`config.mk`:
```
export PLATFORM = sky130hd
export DESIGN_NAME = status_led_pattern_generator_flat
export DESIGN_NICKNAME = d
export VERILOG_FILES = /design/src/sv/slpg_pkg.sv /design/src/sv/slpg_in_if.sv /design/src/sv/slpg_out_if.sv /design/src/sv/slpg_ctrl.sv /design/src/sv/slpg_dp.sv /design/src/sv/status_led_pattern_generator.sv /design/src/flat_wrapper.sv
export SDC_FILE = /design/constraint.sdc
export NUM_CORES = 1
export LEC_CHECK = 0
export BUFFER_PORTS_ARGS = -buffer_cell sky130_fd_sc_hd__buf_2
export CAP_MARGIN = 10
export CORE_MARGIN = 4
export CORE_UTILIZATION = 60
export DETAILED_ROUTE_END_ITERATION = 10
export HOLD_SLACK_MARGIN = 0.03
export PLACE_DENSITY = 0.77
export SYNTH_ARGS = -nofsm -noshare
export SYNTH_HDL_FRONTEND = slang
export SYNTH_SLANG_ARGS = --single-unit
```
`constraint.sdc`:
```
create_clock -name clk_i -period 8.3 [get_ports clk_i]
set_clock_uncertainty 0.15 [all_clocks]
set_input_delay 1.66 -clock clk_i [delete_from_list [all_inputs] [get_ports clk_i]]
set_output_delay 1.66 -clock clk_i [all_outputs]
set_load 0.01 [all_outputs]
```
`src/sv/slpg_pkg.sv`:
```
`timescale 1ns / 1ps

package slpg_pkg;

  // Widths of the time base and of the fields
  localparam int TIME_BITS = 32;
  localparam int CNT_W     = $clog2(TIME_BITS);
  localparam int CFG_W     = 10;
  localparam int OP_W      = 2;
  localparam int STATUS_W  = 3;
  localparam int COLOR_W   = 8;
  localparam int PERIOD_W  = 12;
  localparam int HALF_W    = PERIOD_W - 1;
  localparam int NUM_W     = 19;
  localparam int PROD_W    = 2 * COLOR_W;
  localparam int DIV_STEPS = 8;
  localparam int DIV_BIT_W = $clog2(DIV_STEPS);

  localparam logic [CFG_W-1:0]   INTERVAL_RESET = CFG_W'(20);
  localparam logic [COLOR_W-1:0] FLOOR_LEVEL    = COLOR_W'(25);
  localparam logic [COLOR_W-1:0] SPAN_LEVEL     = COLOR_W'(230);
  localparam logic [COLOR_W-1:0] FULL_LEVEL     = COLOR_W'(255);

  // Input operation codes
  typedef enum logic [OP_W-1:0] {
    OP_TICK = 2'd0,
    OP_SET  = 2'd1,
    OP_OFF  = 2'd2
  } op_e;

  // Status codes
  typedef enum logic [STATUS_W-1:0] {
    ST_INIT   = 3'd0,
    ST_NORMAL = 3'd1,
    ST_WARN   = 3'd2,
    ST_ERROR  = 3'd3,
    ST_CALIB  = 3'd4
  } status_e;

  typedef struct packed {
    logic [COLOR_W-1:0]  r;
    logic [COLOR_W-1:0]  g;
    logic [COLOR_W-1:0]  b;
    logic [PERIOD_W-1:0] period;
    logic                breathe;
  } look_t;

  // Commands from the controller to the datapath
  typedef struct packed {
    logic                 tick;
    logic                 set_status;
    logic                 start_mod;
    logic                 mod_step;
    logic                 scale;
    logic                 div_step;
    logic [DIV_BIT_W-1:0] div_bit;
    logic                 blink_level;
    logic                 breathe_level;
    logic                 mul;
    logic                 load_out;
    logic                 load_off;
  } dp_cmd_t;

  // Status from the datapath to the controller
  typedef struct packed {
    logic refresh_due;
    logic breathe;
    logic out_busy;
  } dp_stat_t;

  // Color, period and style of each status
  function automatic look_t look_of(logic [STATUS_W-1:0] st);
    look_t lk;
    case (status_e'(st))
      ST_NORMAL: lk = '{r: 8'd0,   g: 8'd255, b: 8'd0,   period: 12'd3000, breathe: 1'b1};
      ST_WARN:   lk = '{r: 8'd255, g: 8'd140, b: 8'd0,   period: 12'd900,  breathe: 1'b0};
      ST_ERROR:  lk = '{r: 8'd255, g: 8'd0,   b: 8'd0,   period: 12'd250,  breathe: 1'b0};
      ST_CALIB:  lk = '{r: 8'd255, g: 8'd0,   b: 8'd200, period: 12'd500,  breathe: 1'b1};
      default:   lk = '{r: 8'd0,   g: 8'd40,  b: 8'd255, period: 12'd600,  breathe: 1'b1};
    endcase
    return lk;
  endfunction

  // x / 255 for x up to 255 * 255, by reciprocal with correction
  function automatic logic [COLOR_W-1:0] div255(logic [PROD_W-1:0] x);
    logic [PROD_W:0] t;
    t = {1'b0, x} + {{(COLOR_W + 1){1'b0}}, x[PROD_W-1:COLOR_W]} + (PROD_W + 1)'(1);
    return t[PROD_W-1:COLOR_W];
  endfunction

endpackage

```
`src/sv/slpg_in_if.sv`:
```
`timescale 1ns / 1ps

interface slpg_in_if;
  logic                          valid;
  logic                          ready;
  logic [slpg_pkg::OP_W-1:0]     op;
  logic [slpg_pkg::STATUS_W-1:0] new_status;

  modport source (output valid, output op, output new_status, input ready);
  modport sink (input valid, input op, input new_status, output ready);
endinterface

```
`src/sv/slpg_out_if.sv`:
```
`timescale 1ns / 1ps

interface slpg_out_if;
  logic                          valid;
  logic                          ready;
  logic [slpg_pkg::COLOR_W-1:0]  red;
  logic [slpg_pkg::COLOR_W-1:0]  green;
  logic [slpg_pkg::COLOR_W-1:0]  blue;
  logic [slpg_pkg::STATUS_W-1:0] shown_status;

  modport source (output valid, output red, output green, output blue,
                  output shown_status, input ready);
  modport sink (input valid, input red, input green, input blue,
                input shown_status, output ready);
endinterface

```
`src/sv/slpg_ctrl.sv`:
```
`timescale 1ns / 1ps

module slpg_ctrl (
  input  logic                        clk_i,
  input  logic                        rst_ni,
  input  logic                        in_valid_i,
  input  logic [slpg_pkg::OP_W-1:0]   in_op_i,
  output logic                        in_ready_o,
  input  slpg_pkg::dp_stat_t          stat_i,
  output slpg_pkg::dp_cmd_t           cmd_o
);
  import slpg_pkg::*;

  typedef enum logic [8:0] {
    S_IDLE  = 9'b000000001,
    S_TEST  = 9'b000000010,
    S_MOD   = 9'b000000100,
    S_LEVEL = 9'b000001000,
    S_DIV   = 9'b000010000,
    S_FLOOR = 9'b000100000,
    S_MUL   = 9'b001000000,
    S_OUT   = 9'b010000000,
    S_OFF   = 9'b100000000
  } state_e;

  state_e             state_q, state_d;
  logic [CNT_W-1:0]   cnt_q, cnt_d;

  // Next state and datapath commands
  always_comb begin
    state_d    = state_q;
    cnt_d      = cnt_q;
    cmd_o      = '0;
    in_ready_o = (state_q == S_IDLE);
    cmd_o.div_bit = cnt_q[DIV_BIT_W-1:0];
    case (state_q)
      S_IDLE: begin
        if (in_valid_i) begin
          case (op_e'(in_op_i))
            OP_TICK: begin
              cmd_o.tick = 1'b1;
              state_d    = S_TEST;
            end
            OP_SET: cmd_o.set_status = 1'b1;
            OP_OFF: state_d = S_OFF;
            default: ;
          endcase
        end
      end
      S_TEST: begin
        if (stat_i.refresh_due) begin
          cmd_o.start_mod = 1'b1;
          cnt_d           = CNT_W'(TIME_BITS - 1);
          state_d         = S_MOD;
        end else begin
          state_d = S_IDLE;
        end
      end
      S_MOD: begin
        cmd_o.mod_step = 1'b1;
        if (cnt_q == '0) begin
          state_d = S_LEVEL;
        end else begin
          cnt_d = cnt_q - CNT_W'(1);
        end
      end
      S_LEVEL: begin
        if (stat_i.breathe) begin
          cmd_o.scale = 1'b1;
          cnt_d       = CNT_W'(DIV_STEPS - 1);
          state_d     = S_DIV;
        end else begin
          cmd_o.blink_level = 1'b1;
          state_d           = S_MUL;
        end
      end
      S_DIV: begin
        cmd_o.div_step = 1'b1;
        if (cnt_q == '0) begin
          state_d = S_FLOOR;
        end else begin
          cnt_d = cnt_q - CNT_W'(1);
        end
      end
      S_FLOOR: begin
        cmd_o.breathe_level = 1'b1;
        state_d             = S_MUL;
      end
      S_MUL: begin
        cmd_o.mul = 1'b1;
        state_d   = S_OUT;
      end
      S_OUT: begin
        if (!stat_i.out_busy) begin
          cmd_o.load_out = 1'b1;
          state_d        = S_IDLE;
        end
      end
      S_OFF: begin
        if (!stat_i.out_busy) begin
          cmd_o.load_off = 1'b1;
          state_d        = S_IDLE;
        end
      end
      default: state_d = S_IDLE;
    endcase
  end

  always_ff @(posedge clk_i or negedge rst_ni) begin
    if (!rst_ni) begin
      state_q <= S_IDLE;
      cnt_q   <= '0;
    end else begin
      state_q <= state_d;
      cnt_q   <= cnt_d;
    end
  end

`ifndef NO_ASSERTIONS
  // A finished result waits in its state while the output word is held
  a_out_wait: assert property (@(posedge clk_i) disable iff (!rst_ni)
    (state_q == S_OUT && stat_i.out_busy) |=> state_q == S_OUT)
    else $error("result dropped while output stalled");

  // The modulo sweep runs for one step per time bit
  a_mod_len: assert property (@(posedge clk_i) disable iff (!rst_ni)
    cmd_o.start_mod |=> (state_q == S_MOD && cnt_q == CNT_W'(TIME_BITS - 1)))
    else $error("modulo sweep started with wrong count");

  // Only one of the two output loads at a time
  a_one_load: assert property (@(posedge clk_i) disable iff (!rst_ni)
    !(cmd_o.load_out && cmd_o.load_off))
    else $error("two output loads at once");
`endif

endmodule

```
`src/sv/slpg_dp.sv`:
```
`timescale 1ns / 1ps

module slpg_dp (
  input  logic                           clk_i,
  input  logic                           rst_ni,
  input  logic                           cfg_we_i,
  input  logic [slpg_pkg::CFG_W-1:0]     cfg_wdata_i,
  input  logic [slpg_pkg::STATUS_W-1:0]  in_status_i,
  input  slpg_pkg::dp_cmd_t              cmd_i,
  output slpg_pkg::dp_stat_t             stat_o,
  output logic                           out_valid_o,
  input  logic                           out_ready_i,
  output logic [slpg_pkg::COLOR_W-1:0]   out_red_o,
  output logic [slpg_pkg::COLOR_W-1:0]   out_green_o,
  output logic [slpg_pkg::COLOR_W-1:0]   out_blue_o,
  output logic [slpg_pkg::STATUS_W-1:0]  out_status_o
);
  import slpg_pkg::*;

  // State and configuration
  logic [TIME_BITS-1:0] time_q, last_q;
  logic [STATUS_W-1:0]  status_q;
  logic [CFG_W-1:0]     interval_q;
  logic                 out_valid_q;

  // Work registers
  logic [TIME_BITS-1:0] shift_q;
  logic [PERIOD_W-1:0]  rem_q;
  logic [NUM_W-1:0]     num_q;
  logic [COLOR_W-1:0]   quo_q;
  logic [COLOR_W-1:0]   lvl_q;
  logic [PROD_W-1:0]    prod_r_q, prod_g_q, prod_b_q;
  logic [COLOR_W-1:0]   red_q, green_q, blue_q;
  logic [STATUS_W-1:0]  shown_q;

  look_t                look;
  logic [HALF_W-1:0]    half;
  logic [TIME_BITS-1:0] elapsed;
  logic [PERIOD_W:0]    trial;
  logic [PERIOD_W:0]    trial_sub;
  logic [HALF_W-1:0]    rising;
  logic [NUM_W-1:0]     div_cmp;

  assign look = look_of(status_q);
  assign half = look.period[PERIOD_W-1:1];

  // Refresh test on wrapped elapsed time
  assign elapsed            = time_q - last_q;
  assign stat_o.refresh_due = elapsed >= TIME_BITS'(interval_q);
  assign stat_o.breathe     = look.breathe;
  assign stat_o.out_busy    = out_valid_q && !out_ready_i;

  // One restoring step of time mod period
  assign trial     = {rem_q, shift_q[TIME_BITS-1]};
  assign trial_sub = trial - {1'b0, look.period};

  // Triangle position and shifted divisor for the quotient bit
  assign rising  = (rem_q < PERIOD_W'(half)) ? rem_q[HALF_W-1:0]
                                             : HALF_W'(look.period - rem_q);
  assign div_cmp = NUM_W'(half) << cmd_i.div_bit;

  always_ff @(posedge clk_i or negedge rst_ni) begin
    if (!rst_ni) begin
      time_q      <= '0;
      last_q      <= '0;
      status_q    <= ST_INIT;
      interval_q  <= INTERVAL_RESET;
      out_valid_q <= 1'b0;
    end else begin
      if (cfg_we_i) begin
        interval_q <= cfg_wdata_i;
      end
      if (cmd_i.tick) begin
        time_q <= time_q + TIME_BITS'(1);
      end
      if (cmd_i.start_mod) begin
        last_q <= time_q;
      end
      if (cmd_i.set_status) begin
        if (in_status_i inside {[ST_INIT:ST_CALIB]}) begin
          status_q <= in_status_i;
        end else begin
          status_q <= ST_INIT;
        end
      end
      if (cmd_i.load_out || cmd_i.load_off) begin
        out_valid_q <= 1'b1;
      end else if (out_ready_i) begin
        out_valid_q <= 1'b0;
      end
    end
  end

  // Iterative modulo, division and scaling
  always_ff @(posedge clk_i) begin
    if (cmd_i.start_mod) begin
      shift_q <= time_q;
      rem_q   <= '0;
    end else if (cmd_i.mod_step) begin
      shift_q <= shift_q << 1;
      rem_q   <= trial_sub[PERIOD_W] ? trial[PERIOD_W-1:0] : trial_sub[PERIOD_W-1:0];
    end
    if (cmd_i.scale) begin
      num_q <= NUM_W'(rising) * NUM_W'(SPAN_LEVEL);
      quo_q <= '0;
    end else if (cmd_i.div_step) begin
      if (num_q >= div_cmp) begin
        num_q                <= num_q - div_cmp;
        quo_q[cmd_i.div_bit] <= 1'b1;
      end
    end
    if (cmd_i.blink_level) begin
      lvl_q <= (rem_q < PERIOD_W'(half)) ? FULL_LEVEL : '0;
    end else if (cmd_i.breathe_level) begin
      lvl_q <= FLOOR_LEVEL + quo_q;
    end
    if (cmd_i.mul) begin
      prod_r_q <= PROD_W'(look.r) * PROD_W'(lvl_q);
      prod_g_q <= PROD_W'(look.g) * PROD_W'(lvl_q);
      prod_b_q <= PROD_W'(look.b) * PROD_W'(lvl_q);
    end
    if (cmd_i.load_out) begin
      red_q   <= div255(prod_r_q);
      green_q <= div255(prod_g_q);
      blue_q  <= div255(prod_b_q);
      shown_q <= status_q;
    end else if (cmd_i.load_off) begin
      red_q   <= '0;
      green_q <= '0;
      blue_q  <= '0;
      shown_q <= status_q;
    end
  end

  assign out_valid_o  = out_valid_q;
  assign out_red_o    = red_q;
  assign out_green_o  = green_q;
  assign out_blue_o   = blue_q;
  assign out_status_o = shown_q;

`ifndef NO_ASSERTIONS
  // A held output word is never overwritten
  a_no_overwrite: assert property (@(posedge clk_i) disable iff (!rst_ni)
    (cmd_i.load_out || cmd_i.load_off) |-> !(out_valid_q && !out_ready_i))
    else $error("output word overwritten while stalled");

  // The running remainder stays below the period
  a_rem_range: assert property (@(posedge clk_i) disable iff (!rst_ni)
    cmd_i.mod_step |=> rem_q < look.period)
    else $error("remainder out of range");

  // Breathing level never drops below the floor
  a_floor: assert property (@(posedge clk_i) disable iff (!rst_ni)
    cmd_i.breathe_level |=> lvl_q >= FLOOR_LEVEL)
    else $error("breathing level below floor");

  // A refresh moves the refresh mark to the current time
  a_refresh_mark: assert property (@(posedge clk_i) disable iff (!rst_ni)
    cmd_i.start_mod |=> last_q == time_q)
    else $error("refresh mark not updated");
`endif

endmodule

```
`src/sv/status_led_pattern_generator.sv`:
```
`timescale 1ns / 1ps

// Channel   Dir  Handshake      Word
// in_i      in   valid/ready    op, new_status
// out_o     out  valid/ready    red, green, blue, shown_status
// cfg       in   cfg_we_i       cfg_wdata_i (update interval, ms)
//
// One word is in work at a time. Set status and ignored ops are taken in idle;
// an off command loads a dark word. A tick runs the refresh test; on a refresh it
// runs the bit-serial time mod period, the level, for breathing the bit-serial
// ramp quotient and floor, then the multiply and, with the output free, the load.
// Reset (rst_ni, async low): time and refresh mark 0, status init, interval 20.
// A stalled output holds the last word; the block waits before loading another.

module status_led_pattern_generator (
  input  logic                        clk_i,
  input  logic                        rst_ni,
  slpg_in_if.sink                     in_i,
  slpg_out_if.source                  out_o,
  input  logic                        cfg_we_i,
  input  logic [slpg_pkg::CFG_W-1:0]  cfg_wdata_i
);
  import slpg_pkg::*;

  dp_cmd_t  cmd;
  dp_stat_t stat;

  // Sequencer
  slpg_ctrl u_ctrl (
    .clk_i      (clk_i),
    .rst_ni     (rst_ni),
    .in_valid_i (in_i.valid),
    .in_op_i    (in_i.op),
    .in_ready_o (in_i.ready),
    .stat_i     (stat),
    .cmd_o      (cmd)
  );

  // Time base, pattern arithmetic and output register
  slpg_dp u_dp (
    .clk_i        (clk_i),
    .rst_ni       (rst_ni),
    .cfg_we_i     (cfg_we_i),
    .cfg_wdata_i  (cfg_wdata_i),
    .in_status_i  (in_i.new_status),
    .cmd_i        (cmd),
    .stat_o       (stat),
    .out_valid_o  (out_o.valid),
    .out_ready_i  (out_o.ready),
    .out_red_o    (out_o.red),
    .out_green_o  (out_o.green),
    .out_blue_o   (out_o.blue),
    .out_status_o (out_o.shown_status)
  );

endmodule

```
`src/flat_wrapper.sv`:
```
// flat-port wrapper written by rule: the top's interface ports become plain ports
module status_led_pattern_generator_flat import slpg_pkg::*;
  (clk_i, rst_ni, cfg_we_i, cfg_wdata_i, in_i_valid, in_i_op, in_i_new_status, in_i_ready, out_o_valid, out_o_red, out_o_green, out_o_blue, out_o_shown_status, out_o_ready);
  slpg_in_if in_i_i ();
  slpg_out_if out_o_i ();
  input  logic clk_i;
  input  logic rst_ni;
  input  logic cfg_we_i;
  input  logic [slpg_pkg::CFG_W-1:0] cfg_wdata_i;
  input wire logic [$bits(in_i_i.valid)-1:0] in_i_valid;
  input wire logic [$bits(in_i_i.op)-1:0] in_i_op;
  input wire logic [$bits(in_i_i.new_status)-1:0] in_i_new_status;
  output wire logic [$bits(in_i_i.ready)-1:0] in_i_ready;
  output wire logic [$bits(out_o_i.valid)-1:0] out_o_valid;
  output wire logic [$bits(out_o_i.red)-1:0] out_o_red;
  output wire logic [$bits(out_o_i.green)-1:0] out_o_green;
  output wire logic [$bits(out_o_i.blue)-1:0] out_o_blue;
  output wire logic [$bits(out_o_i.shown_status)-1:0] out_o_shown_status;
  input wire logic [$bits(out_o_i.ready)-1:0] out_o_ready;
  assign in_i_i.valid = in_i_valid;
  assign in_i_i.op = in_i_op;
  assign in_i_i.new_status = in_i_new_status;
  assign in_i_ready = in_i_i.ready;
  assign out_o_valid = out_o_i.valid;
  assign out_o_red = out_o_i.red;
  assign out_o_green = out_o_i.green;
  assign out_o_blue = out_o_i.blue;
  assign out_o_shown_status = out_o_i.shown_status;
  assign out_o_i.ready = out_o_ready;
  status_led_pattern_generator u_core (.clk_i(clk_i), .rst_ni(rst_ni), .in_i(in_i_i), .out_o(out_o_i), .cfg_we_i(cfg_we_i), .cfg_wdata_i(cfg_wdata_i));
endmodule
```
## Yosys cells after proc, flatten, opt, wreduce, memory -nomap -nowiden

Cells that the tools add are included.

| storage, ports and cells | value |
|---|---|
| output and inout bits | 29 |
| flip-flop bits (word level) | 246 |
| input port bits | 20 |

| cells by class | value |
|---|---|
| $add $sub $neg | 13 |
| magnitude comparators | 7 |
| reduce and logical (&&, ||, !) cells | 20 |
| muxes and demuxes | 51 |
| shift-type cells | 1 |
| bitwise gates (word level) | 1 |
| equality and inequality tests | 23 |
| multipliers | 4 |

Operators by type and width:

| kind | number |
|---|---|
| $pmux 37 s4 | 1 |
| $pmux 9 s8 | 1 |
| $mux 32 | 2 |
| $mux 19 | 3 |
| $mux 8 | 7 |
| $add 16x1->16 const B | 3 |
| $add 16x8->16 | 3 |
| $mul 8x8->16 | 3 |
| $mux 9 | 4 |
| $add 32x1->32 const B | 1 |
| $ge 32x10->1 | 1 |
| $sub 32x32->32 | 1 |
| $ge 19x19->1 | 1 |
| $shl 11x3->19 | 1 |
| $sub 19x19->19 | 1 |
| $mul 11x7->18 const B | 1 |
| $mux 1 | 18 |
| $pmux 9 s2 | 1 |
| $mux 5 | 3 |
| $pmux 5 s3 | 1 |
| $sub 13x12->13 | 1 |
| $lt 12x11->1 | 1 |
| $mux 12 | 1 |
| $mux 3 | 4 |
| 39 further kinds | 56 |

## Longest topological paths before layout

| depth | value |
|---|---|
| word-level depth | 7 |
| depth in mapped cells | 35 |

## Cells and area by module

A second synthesis with hierarchy kept.

| unflattened totals | value |
|---|---|
| cell total of the unflattened synthesis | 2365 |
| area total of the unflattened synthesis | 22097.4 µm² |

By module, submodules not included:

| module | cells each | area an instance (µm²) | times used |
|---|---|---|---|
| slpg_dp | 2243 | 20940.1 | 1 |
| slpg_ctrl | 122 | 1157.4 | 1 |

## Worst setup path after synthesis

Ideal clock, no wire load.

| timing path | value |
|---|---|
| path type | flip-flop to flip-flop |
| start point | register u_core.u_dp.status_q[1] |
| end point | register u_core.u_dp.num_q[16] (data pin) |
| stages on the path, launching flop included | 32 |
| setup slack | 0.785 ns |
| data arrival time | 7.093 ns |
| data required time | 7.879 ns |
| clock period less this slack | 7.515 ns |
| cells stage by stage | dfrtp_1 -> clkinv_1 -> nor2_1 -> nand2_1 -> inv_1 -> ha_1 -> fa_1 -> nor2b_1 -> o21ai_0 -> nand2b_1 -> a21o_1 -> a21o_1 -> a31oi_1 -> o211ai_1 -> clkbuf_1 -> o21ai_0 -> inv_1 -> fa_1 -> fa_1 -> inv_1 -> ha_1 -> inv_1 -> fa_1 -> inv_1 -> ha_1 -> and3_1 -> a211o_1 -> a21o_1 -> a21oi_1 -> o21ai_0 -> xnor2_1 -> o22ai_1 |

| on the way | value |
|---|---|
| longest elaborated chain between the ends | 7 |
| elaborated cells on any way between the ends | 16 |
| those cells by class | add/sub (2); mul (1); order compare (1); eq/ne (4); shift (1); mux (7) |

Ends and longest elaborated chain:

| what | line | text |
|---|---|---|
| start: declaration | slpg_dp.sv:22 | `logic [STATUS_W-1:0] status_q;` |
| start signal: assignment | slpg_dp.sv:81 | `status_q <= in_status_i;` |
| $eq 3x3->1 (tied with other cells) | slpg_pkg.sv:74 | `case (status_e'(st))` |
| $pmux 37 s4 (*) | slpg_pkg.sv:74 |  |
| branches (longest 4 deep; another with $mul 11x7->18) | - |  |
| $mux 19 (*) | slpg_dp.sv:103 | `if (cmd_i.scale) begin` |
| end signal: assignment | slpg_dp.sv:104 | `num_q <= NUM_W'(rising) * NUM_W'(SPAN_LEVEL);` |
| end signal: assignment | slpg_dp.sv:108 | `num_q <= num_q - div_cmp;` |
| end: declaration | slpg_dp.sv:29 | `logic [NUM_W-1:0] num_q;` |

Every way passes the cells marked *. The select of a mux whose other input is x is not followed.
A chain may end at the register's enable or synchronous reset.

## Worst setup path after layout

| timing path | value |
|---|---|
| start point | register u_core.u_dp.status_q[0] |
| end point | register u_core.u_dp.num_q[16] (data pin) |

The elaborated chain is that of the path after synthesis.

==> impl_metrics.py <==
metrics = {
    "outcome": {
        "outcome": "finished clean",
    },
    "setup_path": {
        "worstPathArrival_ns": 7.82,
        "reg2reg_depth": 27,
        "r2r-start": "u_core.u_dp.status_q[0]",
        "worstReg2RegEnd": "u_core.u_dp.num_q[16]",
        "critPathCaptureType": "register",
        "start_kind": "register",
        "worst-r2r-setup-slack_ns": 0.63,
        "cp_data_required_time_ns": 8.45,
        "crit_type": "reg2reg",
        "crit_path_max_fanout": 26,
        "worstSetupStartpoint": "u_core.u_dp.status_q[0]",
    },
    "sta": {
        "finalCritPeriodShare": 0.924,
        "hold_viol": 0,
        "fmax_mhz": 130,
        "slew_violations": 0,
        "tightest_slew_ns": 1.06,
        "slew_headroom": 0.296,
        "rsz0062_at_grt": "no",
        "finalCriticalPeriod_ns": 7.67,
        "final-setup-viol-count": 0,
        "setup_tns_ns": 0,
    },
    "cells_and_area": {
        "layout_common_cells": "inv_1 (285), ha_1 (257), nand2_1 (194), nor2_1 (163), o21ai_0 (134)",
        "final_common_cell": "inv_1",
        "layout.nets": 2765,
        "area_growth_pct": 7.68,
        "final_layout_size_suffix_gt1_frac": 0.0899,
        "fill_cells": 2857,
        "diodes": 0,
    },
    "synthesis": {
        "synth_area_leader_cell": "edfxtp_1",
        "ys_types": 87,
        "yosysTopAreaCellShare": 0.181,
        "yosysSeqAreaShare": 0.304,
        "synthCells": 2340,
        "netlist_area_um2": 22100,
        "avgSynthCellArea_um2": 9.44,
        "synth_edf_count": 133,
        "syn_nets": 2735,
        "synth_ff_type": "edfxtp_1",
        "ys_async_sr_fraction": 0.374,
        "yosys_warnings": 0,
        "synth.ff_latch_count": 246,
        "yosys-top-cells-area": "edfxtp_1 (18%), ha_1 (15%), fa_1 (11%)",
    },
    "global_routing": {
        "first_global_vias": 16700,
        "grt.busiest_layer": "met2",
        "met1_usage": 0.351,
        "grt_util_all_layers": 0.249,
        "grt_pass1_wl_um": 82500,
        "use_met3": 0.0324,
        "antenna_found_initial": 0,
        "gr-total-overflow": 0,
        "grt_max_degree": 67,
        "grt_use_met2": 0.413,
    },
    "die": {
        "die_w_um": 200,
        "dieArea_um2": 40000,
        "die_y_um": 200,
        "io_pins": 49,
        "coreArea_um2": 36400,
        "num_rows": 70,
        "start_util": 0.606,
    },
    "job": {
        "maxCapViolations": 0,
    },
    "clock_network": {
        "cts_hold_buf": 0,
        "postCtsSetupRepairBufs": 0,
        "clk_latency_ns": 0.56,
        "numCtsBuffers": 28,
        "cts_sinks": 246,
        "cts_tree": "done",
        "cts-root-buf": "clkbuf_16",
        "cts_max_level": 1,
        "clk_pin_slew_ns": 0.06,
        "cts_buffer_depth": 3,
        "cts_resized": 0,
    },
    "detailed_routing": {
        "drc": 0,
        "wirelength_um": 49700,
        "dr.pass1.iters": 5,
        "vias": 16900,
        "ant_nets": 0,
        "wire_per_inst_um": 17.4,
        "drt-initial-drc-count": 1376,
        "routed_via_density": 5.92,
    },
    "hold_path": {
        "worstHoldStart": "u_core.u_dp.last_q[7]",
        "holdPathStages": 1,
        "min_to": "u_core.u_dp.last_q[7]",
        "worstHoldPathType": "reg2reg",
    },
    "placed_design": {
        "gp_routability_congestion": 0.962,
        "port_buffers": 48,
        "hpwl_um": 38700,
    },
}
==> worst max-delay path, stage by stage, from the launching register on <==
cell,delay (ns)
dfrtp_1,0.49
buf_4,0.32
nand2_1,0.13
nor2_1,0.37
inv_1,0.24
nand2_1,0.30
ha_1,0.34
a21o_1,0.21
a31oi_1,0.30
o211ai_1,0.14
buf_4,0.23
o21ai_2,0.30
inv_1,0.15
fa_1,0.52
fa_1,0.53
inv_1,0.04
ha_1,0.26
inv_1,0.05
fa_1,0.50
inv_1,0.04
ha_1,0.35
and3_1,0.20
a211o_1,0.33
a21o_1,0.20
a21oi_1,0.22
o21ai_0,0.21
xnor2_1,0.18
o22ai_1,0.09
==> through the flow <==
stage / cell area, µm² / hold WS [ns] / std cells / util / setup slack, ns
4_1_cts: 23800 / 0.358 / 2859 / 0.652 / 0.186
2_1_floorplan: 22100 / 0.273 / 2340 / - / 0.785
3_5_place_dp: 22800 / 0.338 / 2807 / 0.626 / 0.270
5_1_grt: 23800 / 0.374 / 2860 / 0.653 / 0.109
6_report: 23800 / 0.357 / 2860 / 0.653 / 0.632
3_3_place_gp: 22800 / 0.336 / 2807 / 0.626 / 0.527
==> flip-flops by register name, indices dropped and copies added, names as in the netlist, 10 cells and up <==
name	flops
u_core.u_dp.rem_q	12
u_core.u_dp.prod_r_q	16
u_core.u_dp.num_q	19
u_core.u_dp.prod_b_q	16
u_core.u_dp.shift_q	32
u_core.u_dp.last_q	32
u_core.u_dp.prod_g_q	16
u_core.u_dp.time_q	32
u_core.u_dp.interval_q	10
==> cells by family (layout without fill, tap and decap cells) <==
kind of cell    Yosys count  count (layout)  share of synthesized area
simple gates            627             627                      0.136
fa+ha+maj               375             375                      0.252
compound gates          504             504                      0.145
buf+inv                 360             412                     0.0628
mux                      80              80                     0.0409
flops                   246             246                      0.304
xor+xnor                148             148                     0.0587
==> layer usage <==
layer  vias up  share of wire
li1       8229              -
met4         0          0.024
met1      8166           0.46
met3        89          0.047
met5         -              0
met2       461           0.47
==> cells in the mapped netlist, types with 5 or more instances <==
library cell,number
inv_1,286
ha_1,257
nand2_1,194
nor2_1,163
o21ai_0,136
edfxtp_1,133
a21oi_1,122
fa_1,118
dfrtp_1,89
xnor2_1,85
xor2_1,63
mux2_2,62
clkbuf_1,49
nand3_1,44
nor3_1,43
and2_1,35
o21a_1,34
a21o_1,31
and3_1,31
nand4_1,23
dfxtp_1,21
a211oi_1,20
o211ai_1,18
or3_1,18
buf_2,16
nand2b_1,16
nor2b_1,16
o22ai_1,14
o31ai_1,14
a31oi_1,13
mux2i_1,13
a21boi_0,12
o21bai_1,11
o41ai_1,11
or2_2,7
a22oi_1,6
nand4b_1,6
o2111ai_1,6
and4_1,5
buf_1,5
mux2_4,5
==> worst max path at each step <==
| stage | endpoint | slack (ns) | cells past startpoint |
|---|---|---|---|
| floorplan | u_core.u_dp.num_q[16] | 0.79 | 31 |
| global placement | u_core.u_dp.num_q[16] | 0.53 | 31 |
| detailed placement | u_core.u_dp.num_q[16] | 0.27 | 31 |
| CTS | u_core.u_dp.num_q[16] | 0.19 | 31 |
| global route | u_core.u_dp.num_q[16] | 0.11 | 31 |
| finish | u_core.u_dp.num_q[16] | 0.63 | 27 |
==> area by class of cell <==
class	count	area [µm²]	area share
tap	468	586	0.0246
multi-input combinational	1734	14000	0.590
clock buffer	41	865	0.0363
timing repair buffer	73	438	0.0184
inverter	287	1080	0.0453
sequential	246	6720	0.282
clock inverter	11	75.1	0.00316
Power is left out: the tool's default activity adds up to more than one toggle a clock period on the data nets, which glitch-free logic cannot reach.
